File: config.mk
export PLATFORM = sky130hd
export DESIGN_NAME = sorted_table_gap_filler_flat
export DESIGN_NICKNAME = d
export VERILOG_FILES = /design/src/stgf_pkg.sv /design/src/stgf_if.sv /design/src/stgf_ram.sv /design/src/stgf_ctrl.sv /design/src/stgf_out.sv /design/src/sorted_table_gap_filler.sv /design/src/flat_wrapper.sv
export VERILOG_INCLUDE_DIRS = /design/src /design/src/src
export SDC_FILE = /design/constraint.sdc
export NUM_CORES = 1
export LEC_CHECK = 0
export ABC_AREA = 0
export BUFFER_PORTS_ARGS = -buffer_cell sky130_fd_sc_hd__buf_2
export CAP_MARGIN = 10
export CELL_PAD_IN_SITES_DETAIL_PLACEMENT = 0
export CELL_PAD_IN_SITES_GLOBAL_PLACEMENT = 2
export CORE_ASPECT_RATIO = 0.8
export CORE_UTILIZATION = 44
export CTS_CLUSTER_DIAMETER = 120
export DETAILED_ROUTE_END_ITERATION = 16
export PLACE_DENSITY = 0.73
export SLEW_MARGIN = 10
export SYNTH_ARGS = -nofsm -noshare
export SYNTH_HDL_FRONTEND = slang
export SYNTH_HIERARCHICAL = 1
export SYNTH_SLANG_ARGS = --single-unit
File: constraint.sdc
create_clock -name i_clk -period 4.1 [get_ports i_clk]
set_input_delay 0.615 -clock i_clk [delete_from_list [all_inputs] [get_ports i_clk]]
set_output_delay 0.615 -clock i_clk [all_outputs]
set_load 0.02 [all_outputs]
File: src/sorted_table_gap_filler_defines.svh
// ----------------------------------------------------------------------------
// sorted_table_gap_filler_defines
// assertion macros shared by the gap filler rtl
// ----------------------------------------------------------------------------
`ifndef SORTED_TABLE_GAP_FILLER_DEFINES_SVH
`define SORTED_TABLE_GAP_FILLER_DEFINES_SVH

// same-cycle implication, clocked on i_clk, off during reset
`define STGF_ASSERT_SAME(label, ante, cons, msg) \
    label: assert property (@(posedge i_clk) disable iff (!i_rst_n) (ante) |-> (cons)) \
        else $error(msg);

// next-cycle implication, clocked on i_clk, off during reset
`define STGF_ASSERT_NEXT(label, ante, cons, msg) \
    label: assert property (@(posedge i_clk) disable iff (!i_rst_n) (ante) |=> (cons)) \
        else $error(msg);

`endif

File: src/stgf_pkg.sv
// ----------------------------------------------------------------------------
// stgf_pkg
// sizes, codes and shared types of the sorted table gap filler
// ----------------------------------------------------------------------------
`default_nettype none

package stgf_pkg;

    localparam int TABLE_DEPTH = 64;
    localparam int VALUE_BITS  = 16;

    localparam int IN_BITS  = 16;
    localparam int OUT_BITS = 16;
    localparam int IDX_W    = $clog2(TABLE_DEPTH);
    localparam int CNT_W    = $clog2(TABLE_DEPTH + 1);

    typedef logic [VALUE_BITS-1:0] t_val;
    typedef logic [IDX_W-1:0]      t_idx;
    typedef logic [CNT_W-1:0]      t_cnt;
    typedef logic [1:0]            t_status;
    typedef logic                  t_opcode;

    localparam t_opcode OP_INSERT = 1'b0;
    localparam t_opcode OP_NEXT   = 1'b1;

    localparam t_status ST_INSERTED = 2'd0;
    localparam t_status ST_FULL     = 2'd1;
    localparam t_status ST_EMIT     = 2'd2;
    localparam t_status ST_END      = 2'd3;

    typedef struct packed {
        t_status               status;
        logic [OUT_BITS-1:0]   value;
    } t_res;

    typedef struct packed {
        logic  we;
        t_idx  waddr;
        t_val  wdata;
        t_idx  raddr;
    } t_mem_req;

    typedef struct packed {
        t_cnt  count;
        logic  idle;
    } t_stat;

endpackage

`default_nettype wire

File: src/stgf_if.sv
// ----------------------------------------------------------------------------
// stgf_if
// valid/ready channels for command beats and result beats
// ----------------------------------------------------------------------------
`default_nettype none

interface stgf_in_if;
    import stgf_pkg::*;

    logic                 valid;
    logic                 ready;
    logic                 opcode;
    logic [IN_BITS-1:0]   value;

    modport source (output valid, output opcode, output value, input ready);
    modport sink   (input valid, input opcode, input value, output ready);
endinterface

interface stgf_out_if;
    import stgf_pkg::*;

    logic                 valid;
    logic                 ready;
    logic [1:0]           status;
    logic [OUT_BITS-1:0]  out_value;

    modport source (output valid, output status, output out_value, input ready);
    modport sink   (input valid, input status, input out_value, output ready);
endinterface

`default_nettype wire

File: src/stgf_ram.sv
// ----------------------------------------------------------------------------
// stgf_ram
// generic simple dual-port ram, one write and one registered read port
// ----------------------------------------------------------------------------
`default_nettype none

module stgf_ram #(
    parameter int WIDTH = 16,
    parameter int DEPTH = 64
) (
    input  wire logic                     i_clk,
    input  wire logic                     i_we,
    input  wire logic [$clog2(DEPTH)-1:0] i_waddr,
    input  wire logic [WIDTH-1:0]         i_wdata,
    input  wire logic [$clog2(DEPTH)-1:0] i_raddr,
    output      logic [WIDTH-1:0]         o_rdata
);

    logic [WIDTH-1:0] r_mem [DEPTH];
    logic [WIDTH-1:0] r_rdata;

    always_ff @(posedge i_clk) begin
        if (i_we) begin
            r_mem[i_waddr] <= i_wdata;
        end
        r_rdata <= r_mem[i_raddr];
    end

    assign o_rdata = r_rdata;

endmodule

`default_nettype wire

File: src/stgf_ctrl.sv
// ----------------------------------------------------------------------------
// stgf_ctrl
// command sequencer: insertion shift walk and gap-filled readout over the ram
// ----------------------------------------------------------------------------
`default_nettype none

module stgf_ctrl (
    input  wire logic               i_clk,
    input  wire logic               i_rst_n,
    stgf_in_if.sink                 i_in,
    output      stgf_pkg::t_res     o_res,
    output      logic               o_res_valid,
    input  wire logic               i_res_ready,
    output      stgf_pkg::t_mem_req o_mem_req,
    input  wire stgf_pkg::t_val     i_mem_rdata,
    output      stgf_pkg::t_stat    o_stat
);
    import stgf_pkg::*;

    localparam logic [2:0] S_IDLE     = 3'd0;
    localparam logic [2:0] S_FIRST    = 3'd1;
    localparam logic [2:0] S_NEXT     = 3'd2;
    localparam logic [2:0] S_INS      = 3'd3;
    localparam logic [2:0] S_INS_LAST = 3'd4;
    localparam logic [2:0] S_POST     = 3'd5;

    logic [2:0] r_state, n_state;
    t_cnt       r_count, n_count;
    t_idx       r_ridx,  n_ridx;
    t_val       r_cur,   n_cur;
    logic       r_started, n_started;
    t_idx       r_k,     n_k;
    t_val       r_v,     n_v;
    t_res       r_res,   n_res;

    t_val       w_in_val;
    t_val       w_dec;
    logic       w_fire;

    assign i_in.ready = (r_state == S_IDLE);
    assign w_fire     = i_in.valid && (r_state == S_IDLE);
    assign w_in_val   = VALUE_BITS'(i_in.value);
    assign w_dec      = r_cur - t_val'(1);

    always_comb begin
        n_state   = r_state;
        n_count   = r_count;
        n_ridx    = r_ridx;
        n_cur     = r_cur;
        n_started = r_started;
        n_k       = r_k;
        n_v       = r_v;
        n_res     = r_res;
        o_mem_req.we    = 1'b0;
        o_mem_req.waddr = r_k;
        o_mem_req.wdata = r_v;
        o_mem_req.raddr = r_ridx;
        o_res_valid     = 1'b0;

        unique case (r_state)
            S_IDLE: begin
                if (w_fire) begin
                    if (i_in.opcode == OP_INSERT) begin
                        if (r_count == CNT_W'(TABLE_DEPTH)) begin
                            n_res   = '{status: ST_FULL, value: '0};
                            n_state = S_POST;
                        end else begin
                            n_v       = w_in_val;
                            n_started = 1'b0;
                            n_ridx    = '0;
                            n_cur     = '0;
                            n_count   = r_count + t_cnt'(1);
                            if (r_count == '0) begin
                                o_mem_req.we    = 1'b1;
                                o_mem_req.waddr = '0;
                                o_mem_req.wdata = w_in_val;
                                n_res   = '{status: ST_INSERTED, value: '0};
                                n_state = S_POST;
                            end else begin
                                n_k             = IDX_W'(r_count);
                                o_mem_req.raddr = IDX_W'(r_count - t_cnt'(1));
                                n_state         = S_INS;
                            end
                        end
                    end else begin
                        if (r_count == '0) begin
                            n_res   = '{status: ST_END, value: '0};
                            n_state = S_POST;
                        end else if (!r_started) begin
                            o_mem_req.raddr = '0;
                            n_state         = S_FIRST;
                        end else if (CNT_W'(r_ridx) + t_cnt'(1) >= r_count) begin
                            n_res   = '{status: ST_END, value: '0};
                            n_state = S_POST;
                        end else begin
                            o_mem_req.raddr = r_ridx + t_idx'(1);
                            n_state         = S_NEXT;
                        end
                    end
                end
            end
            S_FIRST: begin
                n_started = 1'b1;
                n_ridx    = '0;
                n_cur     = i_mem_rdata;
                n_res     = '{status: ST_EMIT, value: OUT_BITS'(i_mem_rdata)};
                n_state   = S_POST;
            end
            S_NEXT: begin
                if (i_mem_rdata == r_cur) begin
                    n_ridx = r_ridx + t_idx'(1);
                    n_res  = '{status: ST_EMIT, value: OUT_BITS'(r_cur)};
                end else begin
                    n_cur = w_dec;
                    if (w_dec == i_mem_rdata) begin
                        n_ridx = r_ridx + t_idx'(1);
                    end
                    n_res = '{status: ST_EMIT, value: OUT_BITS'(w_dec)};
                end
                n_state = S_POST;
            end
            S_INS: begin
                // data is the entry just above slot r_k
                o_mem_req.we = 1'b1;
                if (i_mem_rdata > r_v) begin
                    o_mem_req.wdata = r_v;
                    n_res   = '{status: ST_INSERTED, value: '0};
                    n_state = S_POST;
                end else begin
                    o_mem_req.wdata = i_mem_rdata;
                    n_k             = r_k - t_idx'(1);
                    if (r_k == t_idx'(1)) begin
                        n_state = S_INS_LAST;
                    end else begin
                        o_mem_req.raddr = r_k - t_idx'(2);
                    end
                end
            end
            S_INS_LAST: begin
                o_mem_req.we    = 1'b1;
                o_mem_req.wdata = r_v;
                n_res   = '{status: ST_INSERTED, value: '0};
                n_state = S_POST;
            end
            S_POST: begin
                o_res_valid = 1'b1;
                if (i_res_ready) begin
                    n_state = S_IDLE;
                end
            end
            default: begin
                n_state = S_IDLE;
            end
        endcase
    end

    always_ff @(posedge i_clk) begin
        if (!i_rst_n) begin
            r_state   <= S_IDLE;
            r_count   <= '0;
            r_ridx    <= '0;
            r_cur     <= '0;
            r_started <= 1'b0;
        end else begin
            r_state   <= n_state;
            r_count   <= n_count;
            r_ridx    <= n_ridx;
            r_cur     <= n_cur;
            r_started <= n_started;
        end
    end

    always_ff @(posedge i_clk) begin
        r_k   <= n_k;
        r_v   <= n_v;
        r_res <= n_res;
    end

    assign o_res        = r_res;
    assign o_stat.count = r_count;
    assign o_stat.idle  = (r_state == S_IDLE);

endmodule

`default_nettype wire

File: src/stgf_out.sv
// ----------------------------------------------------------------------------
// stgf_out
// result register between the sequencer and the result channel
// ----------------------------------------------------------------------------
`default_nettype none

module stgf_out (
    input  wire logic           i_clk,
    input  wire logic           i_rst_n,
    input  wire stgf_pkg::t_res i_res,
    input  wire logic           i_res_valid,
    output      logic           o_res_ready,
    stgf_out_if.source          o_out
);
    import stgf_pkg::*;

    logic r_valid;
    t_res r_res;

    assign o_res_ready = !r_valid || o_out.ready;

    always_ff @(posedge i_clk) begin
        if (!i_rst_n) begin
            r_valid <= 1'b0;
        end else if (i_res_valid && o_res_ready) begin
            r_valid <= 1'b1;
        end else if (o_out.ready) begin
            r_valid <= 1'b0;
        end
    end

    always_ff @(posedge i_clk) begin
        if (i_res_valid && o_res_ready) begin
            r_res <= i_res;
        end
    end

    assign o_out.valid     = r_valid;
    assign o_out.status    = r_res.status;
    assign o_out.out_value = r_res.value;

endmodule

`default_nettype wire

File: src/sorted_table_gap_filler.sv
// next beat: read state, post state, then the output register; with no table read, straight to post
// insert beat: shift walk over the entries moved, then post; into an empty or full table straight to post
// one command at a time: a new beat is taken only while the sequencer is idle
// the shift walk is bound by the single read and single write port of the table ram
// reset: synchronous active low, clears count and readout state; ram contents stay
// undefined and are never read at or above the count, so no clearing pass is needed
// ----------------------------------------------------------------------------
// sorted_table_gap_filler
// descending sorted table with gap-filled readout, top level
// ----------------------------------------------------------------------------
`default_nettype none

`include "sorted_table_gap_filler_defines.svh"

module sorted_table_gap_filler (
    input  wire logic   i_clk,
    input  wire logic   i_rst_n,
    stgf_in_if.sink     i_in,
    stgf_out_if.source  o_out
);
    import stgf_pkg::*;

    t_res     w_res;
    logic     w_res_valid;
    logic     w_res_ready;
    t_mem_req w_mem_req;
    t_val     w_mem_rdata;
    t_stat    w_stat;
    logic     w_in_fire;
    logic     w_full_ins;

    assign w_in_fire  = i_in.valid && i_in.ready;
    assign w_full_ins = w_in_fire && (i_in.opcode == OP_INSERT) &&
                        (w_stat.count == CNT_W'(TABLE_DEPTH));

    stgf_ram #(
        .WIDTH (VALUE_BITS),
        .DEPTH (TABLE_DEPTH)
    ) u_ram (
        .i_clk   (i_clk),
        .i_we    (w_mem_req.we),
        .i_waddr (w_mem_req.waddr),
        .i_wdata (w_mem_req.wdata),
        .i_raddr (w_mem_req.raddr),
        .o_rdata (w_mem_rdata)
    );

    stgf_ctrl u_ctrl (
        .i_clk       (i_clk),
        .i_rst_n     (i_rst_n),
        .i_in        (i_in),
        .o_res       (w_res),
        .o_res_valid (w_res_valid),
        .i_res_ready (w_res_ready),
        .o_mem_req   (w_mem_req),
        .i_mem_rdata (w_mem_rdata),
        .o_stat      (w_stat)
    );

    stgf_out u_out (
        .i_clk       (i_clk),
        .i_rst_n     (i_rst_n),
        .i_res       (w_res),
        .i_res_valid (w_res_valid),
        .o_res_ready (w_res_ready),
        .o_out       (o_out)
    );

    `STGF_ASSERT_NEXT(a_busy_after_beat, w_in_fire, !w_stat.idle, "sequencer idle after a beat")
    `STGF_ASSERT_SAME(a_count_bound, 1'b1, w_stat.count <= CNT_W'(TABLE_DEPTH), "count overflow")
    `STGF_ASSERT_NEXT(a_full_keeps_count, w_full_ins, $stable(w_stat.count), "full insert moved count")
    `STGF_ASSERT_SAME(a_no_post_when_idle, w_stat.idle, !w_res_valid, "result posted while idle")

endmodule

`default_nettype wire

File: src/flat_wrapper.sv
// flat-port wrapper written by rule: the top's interface ports become plain ports
module sorted_table_gap_filler_flat import stgf_pkg::*;
  (i_clk, i_rst_n, i_in_valid, i_in_opcode, i_in_value, i_in_ready, o_out_valid, o_out_status, o_out_out_value, o_out_ready);
  stgf_in_if i_in_i ();
  stgf_out_if o_out_i ();
  input  wire logic i_clk;
  input  wire logic i_rst_n;
  input wire logic [$bits(i_in_i.valid)-1:0] i_in_valid;
  input wire logic [$bits(i_in_i.opcode)-1:0] i_in_opcode;
  input wire logic [$bits(i_in_i.value)-1:0] i_in_value;
  output wire logic [$bits(i_in_i.ready)-1:0] i_in_ready;
  output wire logic [$bits(o_out_i.valid)-1:0] o_out_valid;
  output wire logic [$bits(o_out_i.status)-1:0] o_out_status;
  output wire logic [$bits(o_out_i.out_value)-1:0] o_out_out_value;
  input wire logic [$bits(o_out_i.ready)-1:0] o_out_ready;
  assign i_in_i.valid = i_in_valid;
  assign i_in_i.opcode = i_in_opcode;
  assign i_in_i.value = i_in_value;
  assign i_in_ready = i_in_i.ready;
  assign o_out_valid = o_out_i.valid;
  assign o_out_status = o_out_i.status;
  assign o_out_out_value = o_out_i.out_value;
  assign o_out_i.ready = o_out_ready;
  sorted_table_gap_filler u_core (.i_clk(i_clk), .i_rst_n(i_rst_n), .i_in(i_in_i), .o_out(o_out_i));
endmodule
After elaboration in Yosys (flattened, before gate mapping)

Memory sizes are Yosys's and may differ from the RTL's. A register that Yosys moved wholly into a read port is not among the register bits.
Cells that the tools add are included.

Register bits after elaboration: 92
RAM bits: 1024
Input port bits: 21
Output and inout bits: 20
Logic and storage cells: 129
Memories kept: 1

$add $sub $neg: 7
Order comparisons: 2
Equal/unequal tests: 22
Mux-type cells: 63
Bitwise gates (word level): 2
Reductions and logical operators: 20

Memory list:

| name               | depth | bits a word | read ports | clocked after memory_dff | wr ports | line           | source |
|---|---|---|---|---|---|---|---|
| u_core.u_ram.r_mem | 64    | 16          | 1          | 1                        | 1        | stgf_ram.sv:19 | `logic [WIDTH-1:0] r_mem [DEPTH];` |

Operators by type and width:

| operator                                              | number |
|---|---|
| 2-to-1 mux 18 bit                                     | 8 |
| 2-to-1 mux 6 bit                                      | 18 |
| 2-to-1 mux 16 bit                                     | 6 |
| one-hot mux 18 bit (5 select lines)                   | 1 |
| 2-to-1 mux 29 bit                                     | 2 |
| one-hot mux 16 bit (3 select lines)                   | 1 |
| 2-to-1 mux 23 bit                                     | 2 |
| equality test 16 bit                                  | 2 |
| one-hot mux 16 bit (2 select lines)                   | 1 |
| 2-to-1 mux 3 bit                                      | 10 |
| one-hot mux 6 bit (2 select lines)                    | 2 |
| one-hot mux 6 bit (3 select lines)                    | 1 |
| > comparator 16 bit                                   | 1 |
| subtractor 16 x 1 -> 16 bit, second input constant    | 1 |
| inequality test 2 bit, second input constant          | 7 |
| inequality test 4 x 2 -> 1 bit, second input constant | 3 |
| one-hot mux 3 bit (4 select lines)                    | 1 |
| AND reduction 6 bit                                   | 2 |
| subtractor 6 x 1 -> 6 bit, second input constant      | 2 |
| AND reduction 5 bit                                   | 2 |
| 2-to-1 mux 1 bit                                      | 8 |
| AND reduction 4 bit                                   | 2 |
| adder 6 x 1 -> 7 bit, second input constant           | 1 |
| adder 7 x 1 -> 7 bit, second input constant           | 1 |
| 23 further kinds                                      | 31 |

Logic depth before layout (Yosys ltp)

Depth in word-level cells: 10
Mapped depth: 23
Mapped depth without buffers: 17

Cells and area by module

The synthesis kept the hierarchy.

Modules (own cells, without submodules):

| module    | instances | cells an instance | area each (sq um) | sequential area each (sq um) |
|---|---|---|---|---|
| stgf_ram  | 1         | 1828              | 40019.6           | 31069.8 |
| stgf_ctrl | 1         | 652               | 5497.8            | 1861.8 |
| stgf_out  | 1         | 23                | 598.1             | 560.5 |

Worst setup path before layout

OpenSTA, ideal clock, no wires.

Path type: flip-flop to flip-flop
Start point: reg u_core.u_ctrl.r_state[2]
End point: mem u_core.u_ram.r_mem[33][0], enable pin
Library setup time: 409 ps
Arrival time: 3900 ps
Required time: 3691 ps
Path slack: -209 ps
Cell stages (with the launch flop): 13
Buffers on the path: 4
Period minus slack after synthesis: 4309 ps
Cell sequence: dfxtp_1 clkbuf_1 or3_1 clkbuf_1 inv_1 nand2_1 nor4_1 clkbuf_1 nor2b_1 clkbuf_1 nor2_1 nand4_1 nor3_1

RTL lines:

| item                   | line             | source |
|---|---|---|
| from (decl)            | stgf_ctrl.sv:27  | `logic [2:0] r_state, n_state;` |
| from (signal assigned) | stgf_ctrl.sv:165 | `r_state <= n_state;` |
| to (decl)              | stgf_ram.sv:19   |  |

==> flow_summary.yaml <==
worst_setup_path:
  slowest_delay_ns: 0.45
  path_cells: "inv_1, ha_1, nand2_2, nor4_2, buf_4, a21bo_2, o211ai_1, a21boi_4, buf_6, nor4_4, buf_4, a221o_4, buf_12, buf_16, buf_16, mux4_2, mux2_4, nand2_1, nand4_1, and4_1"
  cp_num_cells: 20
  worstPathArrival_ns: 5.20
  critPathKind: "reg2reg"
  end_kind: "flip-flop"
  cp_max_fo: 15
  cp.buffers_inverters: 7
  crit_slowest_cell: "a221o_4"
  start_kind: "flip-flop"
  cp.required_ns: 4.69
  worstRegToRegCells: 20
  path_delay_family: "simple AND/OR/NAND/NOR gates"
route:
  remaining_drc_errors: 0
  drt_iter0_drc: 2725
  firstDrtPassIters: 5
  vias: 25700
  avgRoutedWirePerCell_um: 28.5
  wirelength_mm: 125
  drtAntennaViolNets: 0
  detail_route.vias_per_cell: 5.86
run_status:
  status: "finished, violations left"
  violations: "setup timing"
floorplan:
  die-area_sq_um: 106000
  die_x_um: 364
  initial_utilization_pct: 44.7
  fp.dieH_um: 292
  row_count: 105
  io_pins: 41
  core-area_sq_um: 103000
power_and_ir_drop:
  p_leak_nw: 18.2
  power_density_nw_per_um2: 491
  irDropWorstVdd_v: 0.000390
sta:
  clock_skew_ns: 0.0364
  max_slew_margin_pct: 26.2
  hold_viol: 0
  maxSlewViolCount: 0
  min_period_ns: 4.61
  layout_worst_path_cycle_share_pct: 112
  rsz0062_at_grt: "true"
  max_freq_mhz: 217
  tightest_slew_ns: 1.10
  setup_viol: 16
  finalSetupTns_ns: -6.37
  fin_ws_ns: -0.512
placement:
  io_buffer_count: 40
  dpl.cell_count: 4134
  place_congestion: 0.868
  hpwl_mm: 80.7
layout:
  seqCellArea_sq_um: 33500
  layoutNonFillerInstCount: 4388
  diodes: 0
  final_common_cell: "edfxtp_1"
  multiInputGateArea_sq_um: 12300
  area.growth.synth_to_final_pct: 20.6
  final_nets: 2956
  drive_gt1_share_pct: 33.3
  final_cell_mix: "edfxtp_1, buf_4, mux4_2, nand2_1, clkbuf_16"
  fillers: 8003
global_routing:
  antenna_found_initial: 6
  grt_pass1_vias: 25300
  grt_overflow_total: 0
  grt_usage_pct: 23.6
  grt_pass1_wl_mm: 180
  grt_max_degree: 65
synthesis:
  synth_area_sq_um: 46100
  syn_area_per_cell_sq_um: 18.4
  syn_inst: 2502
  syn-num-nets: 2554
  yosys_warnings: 6
cts:
  numCtsBuffers: 110
  htreeDepth: 3
  cts_tree: "done"
  clock-root-buffer: "clkbuf_16"
  clock_latency_ns: 0.73
  hold_buffers: 0
  clk_path_buf_depth: 3
  path_clk_slew_ns: 0.07
  clock_sinks: 1132
min_path:
  min-delay-path-class: "in2reg"
  whs_path_depth: 1
job:
  maxCapViolations: 0
path summary, 6_finish.rpt:
check / from / end / slack, ns
worst max-delay path: u_core/u_ctrl/r_v[7] / u_core/u_ram/o_rdata[2] / -0.51
worst min register to register: u_core/u_ctrl/o_res[10] / u_core/u_out/o_out.out_value[10] / 0.42
worst min-delay path: i_in_value[10] / u_core/u_ctrl/r_v[10] / 0.14
worst max register to register: u_core/u_ctrl/r_v[7] / u_core/u_ram/o_rdata[2] / -0.51
where the power goes:
group | internal (mW) | leakage (nW) | total [mW] | switching (mW)
combinational | 1.24 | 6.19 | 3.51 | 2.27
clock | 5.74 | 1.78 | 10.2 | 4.44
sequential | 13.5 | 10.2 | 13.6 | 0.161
total | 20.4 | 18.2 | 27.3 | 6.88
layer usage:
layer	vias up	global-route usage, %	share of wire [%]
li1	11000	-	-
met1	13500	37.1	45
met2	1043	33.9	44
met3	159	4.36	8.2
met4	2	5.65	2.3
met5	-	0	0.015
stage by stage:
stage          instance area, sq um  hold WS (ns)  util, %  setup WS, ns  total power [mW]
2_1_floorplan                 46100         0.400        -       -0.0462              15.6
3_3_place_gp                  50500         0.402     49.0         -1.16              17.1
3_5_place_dp                  50500         0.405     49.0         -1.20              17.2
4_1_cts                       54800        0.0979     53.2        -0.484              27.4
5_1_grt                       55600         0.109     53.9        -0.637              28.2
6_report                      55600         0.142     53.9        -0.512              27.3
cell type report:
class | count | share of cell area, %
clock buffer | 122 | 5.07
sequential | 1132 | 60.3
timing repair buffer | 441 | 7.62
multi-input combinational | 1181 | 22.1
clock inverter | 83 | 1.49
tap | 1391 | 3.13
inverter | 38 | 0.257
repair_timing:
item,in CTS,in global routing
pin swaps,22,28
buffers inserted,12,27
gates cloned,5,5
endpoints found under the setup margin,16,50
gates resized for setup,79,84
sequential cells by signal (all words and copies together), names as in the netlist:
register                      count
u_core/u_ctrl/o_res              18
u_core/u_ctrl/r_count             7
u_core/u_ctrl/r_cur              16
u_core/u_ctrl/r_k                 6
u_core/u_ctrl/r_ridx              6
u_core/u_ctrl/r_started           1
u_core/u_ctrl/r_state             3
u_core/u_ctrl/r_v                16
u_core/u_out/o_out.out_value     16
u_core/u_out/o_out.status         2
u_core/u_out/o_out.valid          1
u_core/u_ram/o_rdata             16
u_core/u_ram/r_mem             1024
Note: power is estimated with default switching activity, not from simulation.
